==> src/sv/smg_pkg.sv <==
// Shared definitions for the shuffled minimal-standard generator.
// Holds the generator constants, the controller state type and the command and status structs.
// No dependencies.
`default_nettype none

package smg_pkg;

    // Width of the Lehmer state and of every table entry.
    localparam int unsigned SEED_W = 31;

    // Lehmer constants: multiplier and the Mersenne prime modulus 2^31 - 1.
    localparam logic [14:0]       LEHMER_MULT = 15'd16807;
    localparam logic [SEED_W-1:0] LEHMER_MOD  = 31'h7FFF_FFFF;

    // Largest numerator whose fraction stays at or below 1 - 1.2e-7.
    localparam logic [SEED_W-1:0] OUT_CLAMP = 31'd2147483389;

    // Extra warm-up steps taken before the table starts to fill.
    localparam int unsigned WARMUP_EXTRA = 8;

    // Default shuffle table depth.
    localparam int unsigned TABLE_DEPTH_DEF = 32;

    // Controller states.
    typedef enum logic [3:0] {
        ST_IDLE,
        ST_WMUL,
        ST_WRED,
        ST_DMUL,
        ST_DRED,
        ST_RD,
        ST_WR
    } state_t;

    // Commands from the controller to the datapath.
    typedef struct packed {
        logic accept;    // input beat taken: load the seed where required
        logic mul;       // register seed times multiplier
        logic red;       // fold the product back into the seed
        logic warm;      // the current step belongs to table construction
        logic div_init;  // register the slot quotient of the last output
        logic rd;        // read the selected table slot
        logic wr;        // refill the slot, update last output, present the result
    } cmd_t;

    // Status from the datapath to the controller.
    typedef struct packed {
        logic need_init;  // the beat on the input asks for a table build
        logic warm_last;  // the warm-up counter is on its final step
        logic out_free;   // the output register can take a result this cycle
    } status_t;

endpackage

`default_nettype wire

==> src/sv/shuffled_minstd_generator_top.sv <==
// Top level of the shuffled minimal-standard uniform generator.
// Instantiates smg_ctrl and smg_datapath; depends on smg_pkg.
`default_nettype none

// Each input beat yields exactly one output beat holding the numerator of a uniform
// fraction over 2^31 - 1, clamped to at most 2147483389. An item is taken only when the
// controller is idle and is handled one at a time: a plain draw runs the Lehmer step
// (multiply, with the slot quotient formed by a reciprocal multiply alongside it, then
// reduce), the registered table read and the refill. A reseed, or the first draw after
// reset, first rebuilds the table with further Lehmer steps: a warm-up, then one step
// per table slot. A finished result waits in the output register while the next beat
// is accepted; only the following refill stalls behind a full output register.
module shuffled_minstd_generator_top #(
    parameter int unsigned TABLE_DEPTH = smg_pkg::TABLE_DEPTH_DEF
) (
    input  wire logic        clk,
    input  wire logic        rst_n,
    input  wire logic        s_tvalid,
    output logic             s_tready,
    input  wire logic [31:0] s_tdata,   // [30:0] seed_value, [31] zero
    input  wire logic        s_tuser,   // [0] op: 0 draw, 1 reseed then draw
    output logic             m_tvalid,
    input  wire logic        m_tready,
    output logic [31:0]      m_tdata    // [30:0] random_numerator, [31] zero
);

    smg_pkg::cmd_t    cmd;
    smg_pkg::status_t status;

    smg_ctrl u_ctrl (
        .clk      (clk),
        .rst_n    (rst_n),
        .s_tvalid (s_tvalid),
        .s_tready (s_tready),
        .status   (status),
        .cmd      (cmd)
    );

    smg_datapath #(
        .TABLE_DEPTH (TABLE_DEPTH)
    ) u_datapath (
        .clk      (clk),
        .rst_n    (rst_n),
        .cmd      (cmd),
        .status   (status),
        .s_tdata  (s_tdata),
        .s_tuser  (s_tuser),
        .m_tvalid (m_tvalid),
        .m_tready (m_tready),
        .m_tdata  (m_tdata)
    );

endmodule

`default_nettype wire

==> src/sv/smg_ram.sv <==
// Generic single-port-write, single-port-read RAM with a registered read.
// Used for the shuffle table. No dependencies.
`default_nettype none

module smg_ram #(
    parameter int unsigned WIDTH = 31,
    parameter int unsigned DEPTH = 32
) (
    input  wire logic                     clk,
    input  wire logic                     we,
    input  wire logic [$clog2(DEPTH)-1:0] waddr,
    input  wire logic [WIDTH-1:0]         wdata,
    input  wire logic                     re,
    input  wire logic [$clog2(DEPTH)-1:0] raddr,
    output logic      [WIDTH-1:0]         rdata
);

    logic [WIDTH-1:0] mem [DEPTH];

    // Write port.
    always_ff @(posedge clk)
    begin
        if (we)
        begin
            mem[waddr] <= wdata;
        end
    end

    // Registered read port; the data holds until the next read.
    always_ff @(posedge clk)
    begin
        if (re)
        begin
            rdata <= mem[raddr];
        end
    end

endmodule

`default_nettype wire

==> src/sv/smg_datapath.sv <==
// Datapath of the shuffled minimal-standard generator: Lehmer step, slot quotient,
// shuffle table and output register. Depends on smg_pkg and smg_ram.
`default_nettype none

module smg_datapath #(
    parameter int unsigned TABLE_DEPTH = smg_pkg::TABLE_DEPTH_DEF
) (
    input  wire logic           clk,
    input  wire logic           rst_n,
    input  wire smg_pkg::cmd_t  cmd,
    output smg_pkg::status_t    status,
    input  wire logic [31:0]    s_tdata,
    input  wire logic           s_tuser,
    output logic                m_tvalid,
    input  wire logic           m_tready,
    output logic [31:0]         m_tdata
);

    localparam int unsigned SW = smg_pkg::SEED_W;
    localparam int unsigned AW = $clog2(TABLE_DEPTH);
    localparam int unsigned QW = AW + 1;
    localparam int unsigned JW = $clog2(TABLE_DEPTH + smg_pkg::WARMUP_EXTRA);
    localparam int unsigned RW = 32;
    localparam int unsigned PW = SW + RW;
    localparam longint unsigned SLOT_DIV = 64'(1 + (2147483646 / TABLE_DEPTH));
    localparam int unsigned RSH = SW + $clog2(SLOT_DIV);
    localparam longint unsigned RECIP = ((64'd1 << RSH) + SLOT_DIV - 64'd1) / SLOT_DIV;

    logic [SW-1:0] seed_reg,  seed_next;
    logic [45:0]   prod_reg,  prod_next;
    logic [SW-1:0] last_reg,  last_next;
    logic [QW-1:0] quo_reg,   quo_next;
    logic [JW-1:0] jcnt_reg,  jcnt_next;
    logic          oval_reg,  oval_next;
    logic [SW-1:0] odata_reg, odata_next;

    logic [SW-1:0] seed_in;
    logic [SW-1:0] seed_fixed;
    logic [31:0]   fold_sum;
    logic [SW-1:0] red_val;
    logic [PW-1:0] recip_prod;
    logic [AW-1:0] slot;
    logic          warm_wr;
    logic          ram_we;
    logic [AW-1:0] ram_waddr;
    logic [SW-1:0] ram_wdata;
    logic [SW-1:0] ram_rdata;

    // Seed loading: zero and the modulus itself both load as one.
    assign seed_in    = s_tdata[SW-1:0];
    assign seed_fixed = (seed_in == '0 || seed_in == smg_pkg::LEHMER_MOD) ? SW'(1) : seed_in;

    // Mersenne fold: high bits of the product are added back onto the low bits.
    assign fold_sum = 32'(prod_reg[SW-1:0]) + 32'(prod_reg[45:SW]);
    assign red_val  = (fold_sum >= 32'(smg_pkg::LEHMER_MOD))
                    ? SW'(fold_sum - 32'(smg_pkg::LEHMER_MOD))
                    : fold_sum[SW-1:0];

    // Slot quotient by multiplying with the rounded-up reciprocal of the slot span;
    // the result is exact for every 31-bit last output.
    assign recip_prod = PW'(last_reg) * PW'(RW'(RECIP));

    // Slot limited to the table.
    assign slot = (quo_reg >= QW'(TABLE_DEPTH)) ? AW'(TABLE_DEPTH - 1) : quo_reg[AW-1:0];

    // Table write port: warm-up fill or refill after a draw.
    assign warm_wr   = cmd.red && cmd.warm && (jcnt_reg < JW'(TABLE_DEPTH));
    assign ram_we    = warm_wr || cmd.wr;
    assign ram_waddr = cmd.wr ? slot : jcnt_reg[AW-1:0];
    assign ram_wdata = cmd.wr ? seed_reg : red_val;

    smg_ram #(
        .WIDTH (SW),
        .DEPTH (TABLE_DEPTH)
    ) u_table (
        .clk   (clk),
        .we    (ram_we),
        .waddr (ram_waddr),
        .wdata (ram_wdata),
        .re    (cmd.rd),
        .raddr (slot),
        .rdata (ram_rdata)
    );

    // Next-state logic of the datapath registers.
    always_comb
    begin
        seed_next  = seed_reg;
        prod_next  = prod_reg;
        last_next  = last_reg;
        quo_next   = quo_reg;
        jcnt_next  = jcnt_reg;
        oval_next  = oval_reg && !m_tready;
        odata_next = odata_reg;

        if (cmd.accept)
        begin
            jcnt_next = JW'(TABLE_DEPTH + smg_pkg::WARMUP_EXTRA - 1);
            if (s_tuser)
            begin
                seed_next = seed_fixed;
            end
            else if (last_reg == '0)
            begin
                seed_next = SW'(1);
            end
        end
        if (cmd.mul)
        begin
            prod_next = 46'(seed_reg) * 46'(smg_pkg::LEHMER_MULT);
        end
        if (cmd.red)
        begin
            seed_next = red_val;
            if (cmd.warm)
            begin
                jcnt_next = jcnt_reg - JW'(1);
                if (jcnt_reg == '0)
                begin
                    last_next = red_val;
                end
            end
        end
        if (cmd.div_init)
        begin
            quo_next = QW'(recip_prod >> RSH);
        end
        if (cmd.wr)
        begin
            last_next  = ram_rdata;
            oval_next  = 1'b1;
            odata_next = (ram_rdata > smg_pkg::OUT_CLAMP) ? smg_pkg::OUT_CLAMP : ram_rdata;
        end
    end

    // Registers; the generator state and the output valid are reset.
    always_ff @(posedge clk or negedge rst_n)
    begin
        if (!rst_n)
        begin
            seed_reg <= SW'(1);
            last_reg <= '0;
            jcnt_reg <= '0;
            oval_reg <= 1'b0;
        end
        else
        begin
            seed_reg <= seed_next;
            last_reg <= last_next;
            jcnt_reg <= jcnt_next;
            oval_reg <= oval_next;
        end
    end

    always_ff @(posedge clk)
    begin
        prod_reg  <= prod_next;
        quo_reg   <= quo_next;
        odata_reg <= odata_next;
    end

    // Status towards the controller.
    assign status.need_init = s_tuser || (last_reg == '0);
    assign status.warm_last = (jcnt_reg == '0);
    assign status.out_free  = !oval_reg || m_tready;

    assign m_tvalid = oval_reg;
    assign m_tdata  = {1'b0, odata_reg};

    // The Lehmer state never leaves the range one to modulus minus one.
    a_seed_range: assert property (@(posedge clk) disable iff (!rst_n)
        (seed_reg != '0) && (seed_reg != smg_pkg::LEHMER_MOD))
        else $error("Lehmer state out of range");

    // A presented result is always within the clamped range.
    a_out_range: assert property (@(posedge clk) disable iff (!rst_n)
        oval_reg |-> (odata_reg != '0) && (odata_reg <= smg_pkg::OUT_CLAMP))
        else $error("Result outside the clamped range");

    // A result stalled by the sink is not overwritten by a refill.
    a_no_overwrite: assert property (@(posedge clk) disable iff (!rst_n)
        (oval_reg && !m_tready) |-> !cmd.wr)
        else $error("Refill while the output register is still full");

endmodule

`default_nettype wire

==> src/sv/smg_ctrl.sv <==
// Controller state machine of the shuffled minimal-standard generator.
// Sequences table build, Lehmer steps, slot selection and table refill. Depends on smg_pkg.
`default_nettype none

module smg_ctrl (
    input  wire logic              clk,
    input  wire logic              rst_n,
    input  wire logic              s_tvalid,
    output logic                   s_tready,
    input  wire smg_pkg::status_t  status,
    output smg_pkg::cmd_t          cmd
);

    smg_pkg::state_t state_reg, state_next;

    // State register.
    always_ff @(posedge clk or negedge rst_n)
    begin
        if (!rst_n)
        begin
            state_reg <= smg_pkg::ST_IDLE;
        end
        else
        begin
            state_reg <= state_next;
        end
    end

    // Next-state logic.
    always_comb
    begin
        state_next = state_reg;
        case (state_reg)
            smg_pkg::ST_IDLE:
            begin
                if (s_tvalid)
                begin
                    state_next = status.need_init ? smg_pkg::ST_WMUL : smg_pkg::ST_DMUL;
                end
            end
            smg_pkg::ST_WMUL: state_next = smg_pkg::ST_WRED;
            smg_pkg::ST_WRED:
            begin
                state_next = status.warm_last ? smg_pkg::ST_DMUL : smg_pkg::ST_WMUL;
            end
            smg_pkg::ST_DMUL: state_next = smg_pkg::ST_DRED;
            smg_pkg::ST_DRED: state_next = smg_pkg::ST_RD;
            smg_pkg::ST_RD:   state_next = smg_pkg::ST_WR;
            smg_pkg::ST_WR:
            begin
                if (status.out_free)
                begin
                    state_next = smg_pkg::ST_IDLE;
                end
            end
            default: state_next = smg_pkg::ST_IDLE;
        endcase
    end

    // Command outputs.
    always_comb
    begin
        cmd      = '0;
        s_tready = 1'b0;
        case (state_reg)
            smg_pkg::ST_IDLE:
            begin
                s_tready   = 1'b1;
                cmd.accept = s_tvalid;
            end
            smg_pkg::ST_WMUL: cmd.mul = 1'b1;
            smg_pkg::ST_WRED:
            begin
                cmd.red  = 1'b1;
                cmd.warm = 1'b1;
            end
            smg_pkg::ST_DMUL:
            begin
                cmd.mul      = 1'b1;
                cmd.div_init = 1'b1;
            end
            smg_pkg::ST_DRED: cmd.red = 1'b1;
            smg_pkg::ST_RD:   cmd.rd  = 1'b1;
            smg_pkg::ST_WR:   cmd.wr  = status.out_free;
            default:
            begin
                cmd = '0;
            end
        endcase
    end

    // A finished draw waits in the refill state while the output register is full.
    a_wr_hold: assert property (@(posedge clk) disable iff (!rst_n)
        (state_reg == smg_pkg::ST_WR && !status.out_free) |=> (state_reg == smg_pkg::ST_WR))
        else $error("Refill state left while the output was blocked");

endmodule

`default_nettype wire

==> config.mk <==
export PLATFORM = sky130hd
export DESIGN_NAME = shuffled_minstd_generator_top
export DESIGN_NICKNAME = d
export VERILOG_FILES = /design/src/sv/smg_pkg.sv /design/src/sv/shuffled_minstd_generator_top.sv /design/src/sv/smg_ram.sv /design/src/sv/smg_datapath.sv /design/src/sv/smg_ctrl.sv
export SDC_FILE = /design/constraint.sdc
export NUM_CORES = 2
export LEC_CHECK = 0
export BUFFER_PORTS_ARGS = -buffer_cell sky130_fd_sc_hd__buf_2
export CAP_MARGIN = 10
export CORE_MARGIN = 2
export CORE_UTILIZATION = 57
export CTS_CLUSTER_DIAMETER = 150
export DETAILED_ROUTE_END_ITERATION = 12
export PLACE_DENSITY_LB_ADDON = 0.15
export SLEW_MARGIN = 30
export SYNTH_ARGS = -nofsm -noshare
export SYNTH_HDL_FRONTEND = slang
export SYNTH_SLANG_ARGS = --single-unit
export TNS_END_PERCENT = 50
==> constraint.sdc <==
create_clock -name clk -period 18 [get_ports clk]
set_input_delay 0.9 -clock clk [delete_from_list [all_inputs] [get_ports clk]]
set_output_delay 0.9 -clock clk [all_outputs]
set_load 0.02 [all_outputs]
=== Word level (Yosys, flattened, before mapping) ===
Memory sizes are Yosys's and may differ from the RTL's. A register that Yosys moved wholly into a read port is not among the register bits.
Index checks and enable logic that the tools add are counted.

* Flip-flop bits (word level): 155
* Bits in latches: 0
* Bits in writable memories: 992
* Memory bits (read-only): 0
* Bits of input ports: 37
* Memories kept: 1

* Add/subtract/negate cells: 3
* $mul: 1
* Divide/modulo/power cells: 0
* Magnitude comparators: 4
* Equality and inequality tests: 9
* Shifts and indexed selects: 0
* Muxes and demuxes: 32
* Bitwise operators: 0
* Reductions and logical operators: 23

{| class="wikitable"
|+ Memory list
! name !! depth !! width !! rd ports !! clocked after Yosys merged registers in !! write ports !! RTL line !! text
|-
| u_datapath.u_table.mem || 32 || 31 || 1 || 1 || 1 || smg_ram.sv:18 || <nowiki>logic [WIDTH-1:0] mem [DEPTH];</nowiki>
|}

{| class="wikitable"
|+ Operators with widths
! operator !! number
|-
| two-way mux 31 bit || 11
|-
| logical NOT 31 bit || 2
|-
| multiplier 31 x 15 -> 46 bit, second input constant || 1
|-
| adder 31 x 15 -> 32 bit || 1
|-
| >= comparator 32 x 31 -> 1 bit, second input constant || 1
|-
| equality test 31 bit, second input constant || 1
|-
| greater-than comparator 31 bit, second input constant || 1
|-
| subtractor 31 bit, second input constant || 1
|-
| case mux 4 bit (7 select lines) || 1
|-
| two-way mux 6 bit || 3
|-
| equality test 4 x 3 -> 1 bit, second input constant || 3
|-
| two-way mux 1 bit || 11
|-
| two-way mux 5 bit || 2
|-
| equality test 4 x 2 -> 1 bit, second input constant || 2
|-
| two-way mux 4 bit || 2
|-
| nonzero test 2 bit || 4
|-
| >= comparator 5 x 6 -> 1 bit, second input constant || 1
|-
| logical NOT 6 bit || 1
|-
| less-than comparator 6 bit, second input constant || 1
|-
| subtractor 6 x 1 -> 6 bit, second input constant || 1
|-
| equality test 4 x 1 -> 1 bit, second input constant || 1
|-
| logical NOT 4 bit || 1
|-
| logical OR 1 bit || 4
|-
| two-way mux 2 bit || 2
|-
| other kinds (8) || 13
|}

=== Depth between registers and ports, before layout ===
* Depth in word-level cells: 8
* Mapped depth: 24

=== Cells and area by module ===
From an unflattened synthesis, not the netlist that was laid out.

* Cell total of the unflattened synthesis: 3865
* Area, all modules: 55505.7 sq um

{| class="wikitable"
|+ By module, submodules not included
! module !! times used !! cells each !! area an instance (sq um)
|-
| smg_ram || 1 || 2192 || 39474.1
|-
| smg_datapath || 1 || 1647 || 15820.2
|-
| smg_ctrl || 1 || 26 || 211.5
|}

=== Worst setup path before layout ===
No wires, ideal clock.

* Kind: register -> register
* Start: register u_datapath.seed_reg[14]
* End: register u_datapath.prod_reg[39], data pin
* Data arrival time: 5894 ps
* Required time: 17742 ps
* Slack: 11849 ps
* Cell stages (with the launch flop): 23
* Path buffers: 1
* Clock period less this slack: 6151 ps
* Path through: dfrtp_1 inv_1 fa_1 inv_1 ha_1 inv_1 fa_1 inv_1 fa_1 fa_1 inv_1 fa_1 inv_1 ha_1 clkbuf_1 nand4_1 o41ai_1 a211oi_1 o41ai_1 a21oi_1 o21bai_1 a21oi_1 xnor2_1

* Cells in the longest elaborated chain, start to end: 1

{| class="wikitable"
|+ Ends and longest elaborated chain
! what !! RTL line !! text
|-
| start: declaration || smg_datapath.sv:29 || <nowiki>logic [SW-1:0] seed_reg, seed_next;</nowiki>
|-
| start signal: assignment || smg_datapath.sv:148 || <nowiki>seed_reg <= seed_next;</nowiki>
|-
| multiplier 31 x 15 -> 46 bit || smg_datapath.sv:110 || <nowiki>prod_next = 46'(seed_reg) * 46'(smg_pkg::LEHMER_MULT);</nowiki>
|-
| end signal: assignment || smg_datapath.sv:157 || <nowiki>prod_reg <= prod_next;</nowiki>
|-
| end: declaration || smg_datapath.sv:30 || <nowiki>logic [45:0] prod_reg, prod_next;</nowiki>
|}

No other way between the ends.
A chain may end at the register's enable or synchronous reset.

=== Worst setup path in the final report ===
* Start: register u_datapath.seed_reg[15]
* End: register u_datapath.prod_reg[39], data pin

The elaborated chain is that of the path after synthesis.

==> impl_results.md <==
* CTS tree: done
* Fillers at 6698
* Multiplexer share of the synthesized area at around 13%
* Most common cell after layout, fill and taps aside: edfxtp_1
* Worst-path clk slew at around 70 ps
* Placeable core region at 96300 um^2
* Total track usage at between 20% and 30%
* Hold Vio Cnt, Final at 0
* EDFF count, synth at roughly 1100
* Post-synth top area share at roughly three fifths
* Util after Layout at between 60% and 70%
* Port Buffers at 68
* Critical path's top delay family: adder cells
* Cell Chain, Critical Path: inv_1 -> fa_1 -> inv_1 -> ha_1 -> fa_1 -> inv_1 -> fa_1 -> inv_1 -> fa_1 -> inv_1 -> fa_1 -> inv_1 -> ha_1 -> nand4_1 -> o41ai_1 -> buf_4 -> a211oi_1 -> o41ai_1 -> a21oi_1 -> o21bai_1 -> a21oi_1 -> xnor2_1
* Remaining DRCs at 0
* Most frequent cells in the layout: 1105 x edfxtp_1, 310 x mux4_2, 302 x inv_1
* Post-synthesis adder-cell area fraction at under 10%
* Ranking of synthesized cells by area: edfxtp_1 60%, mux4_2 13%, fa_1 4.9%
* Prevailing post-synth register cell: edfxtp_1
* Dpl ws at 10850 ps
* Status: completed
* Worst path required time at roughly 18000 ps
* Synthesized area at 55100 um^2
* Hold/Removal Path Class: in -> async
* Post-synth ARST share at just over 6%
* Synth Area in Compound Gates at about 4.5%
* Area grow syn2layout at 11.5%
* Worst-Skew Late Latency at about 700 ps
* Max Cap Viol at 0
* Die area at around 100000 um^2
* Inserted Clock Buffers at 112
* Post-synthesis cell count at 3274
* Post-Syn Area per Cell at between 15 and 20 um^2
* CP max-delay cell: o41ai_1
* CP endpoint kind: flip-flop
* Critical path class: reg -> reg
* Die Wd at approximately 310 um
* Crit-path max FO at 7
* Post-Synth XOR/XNOR Area at under 10%
* Total negative setup slack at 0 ps
* Synth warn at 0
* Vias per std cell at between 6 and 7
* Tmin final at approximately 7200 ps
* Post-synth net total at roughly 3700
* Final #Nets at about 3800
* Slew @ Worst Pin at ~1000 ps
* Initial antenna violation count at 2
* H-tree depth at 3
* Wire length per cell at 29.1 um
* CP dominant cell by count: inv_1
* Post-DP HPWL at roughly 85 mm
* Simple-gate share of the synthesized area at approximately 4.6%
* Distinct cells, synth at 84
* CP Data Arrival Time at roughly 7700 ps
* Drt initial violations at about 3200
* CP max stage delay at 910 ps
* Vias in the first global route at a little over 30000
* Initial core utilization at 57.3%
* Io pins at between 70 and 80
* Post-CTS sizing at 0
* Sinks on the clock net at about 1200
* CTS Root Cell: clkbuf_16
* Final setup violation count at 0
* Max Freq at about 140 MHz
* Buf/Inv on CP at 7
* Area leader, netlist: edfxtp_1
* Largest family of logic cells by synthesized area: multiplexers
* Dpl cell area at 57800 um^2
* GPL Wtd Cong at 0.926
* Setup ws final at around 11000 ps
* Slew HR at approximately 33%
* Crit share post-route at 40.1%
* CTS Hold Bufs at 0
* Layout Skew at between 20 and 30 ps
* RSZ-0062 raised after global routing: false
* CTS Buffer Depth at 3
* Detailed Routing Iterations Pass 1 at 5
* Final Max Slew Viols at 0
* Final WL at approximately 140 mm
* Number of routed nets with antenna violations at 0
* Site Rows at between 100 and 150
* Fin area at 61500 um^2
* Largest net degree at the start of global routing at 78
* Die H at about 310 um
* Setup bufs post-CTS at 0
* Post-synthesis sequential area ratio at 63.5%
* Layout cell share with drive strength beyond 1 at around 22%
* Max reg flops at 992
* Global-route wire length before repair at approximately 200 mm
* Setup crit start kind: flip-flop
* Vias at 30400
* GRT overflow at 0
* Register bit total from synthesis at between 1000 and 1500
-- cells in the mapped netlist, types with 9 or more instances --
master and count:
inv_1 304, nand4_1 25, o211ai_1 11, nand3_1 55, dfrtp_1 71, a211oi_1 11, o21ai_0 47, xnor2_1 47
fa_1 134, o31ai_1 27, nor3_1 34, a21oi_1 103, a21o_1 26, or3_1 21, and2_1 9, nand2b_1 27
o221ai_1 18, edfxtp_1 1105, and3_1 23, mux2_2 34, a31oi_1 19, nor2_1 111, nor4_1 27, mux4_2 310
clkbuf_1 116, xor2_1 27, buf_1 22, o21bai_1 9, ha_1 205, nand2_1 146
-- routing by layer --
metal | wire length, um | global-route usage, %
met1 | 55600 | 40.8
met2 | 67600 | 45.7
met3 | 11700 | 5.01
met4 | 3710 | 8.27
met5 | 0 | 0
-- stage by stage --
step	instances	hold WS, ps
global route	4767	256
finish	4770	202
detailed placement	4551	486
CTS	4762	347
global placement	4536	479
floorplan	3274	448
-- cell type report --
class                   instances  area, um^2  share of cell area, %
diodes                          3        7.51                 0.0122
clock buffers                 137        2940                   4.78
clock inverters                74         593                  0.965
inverters                     304        1150                   1.86
multi-input cells            1638       19000                   30.9
flip-flops and latches       1177       35000                   56.9
well taps                    1276        1600                   2.60
repair buffers                161        1210                   1.97
-- path summary, 6_finish.rpt --
check,startpoint,endpoint,slack [ps],cells after the start
setup / recovery,u_datapath.seed_reg[15],u_datapath.prod_reg[39],10780,22
hold / removal,rst_n,u_datapath.seed_reg[3],200,1
setup reg to reg,u_datapath.seed_reg[15],u_datapath.prod_reg[39],10780,22
hold reg to reg,u_datapath.u_table.rdata[29],u_datapath.odata_reg[29],510,0
max in group asynchronous,rst_n,u_datapath.seed_reg[29],17240,1
min in group clk,u_datapath.u_table.rdata[29],u_datapath.odata_reg[29],510,0
-- logic make-up after synthesis --
logic type / count (synthesis)
simple gates: 518
other cells: 1
fa+ha+maj: 339
xor+xnor: 74
mux: 350
flops: 1177
compound gates: 356
buf+inv: 459
Power is left out: the tool's default activity adds up to more than one toggle a clock period on the data nets, which glitch-free logic cannot reach.
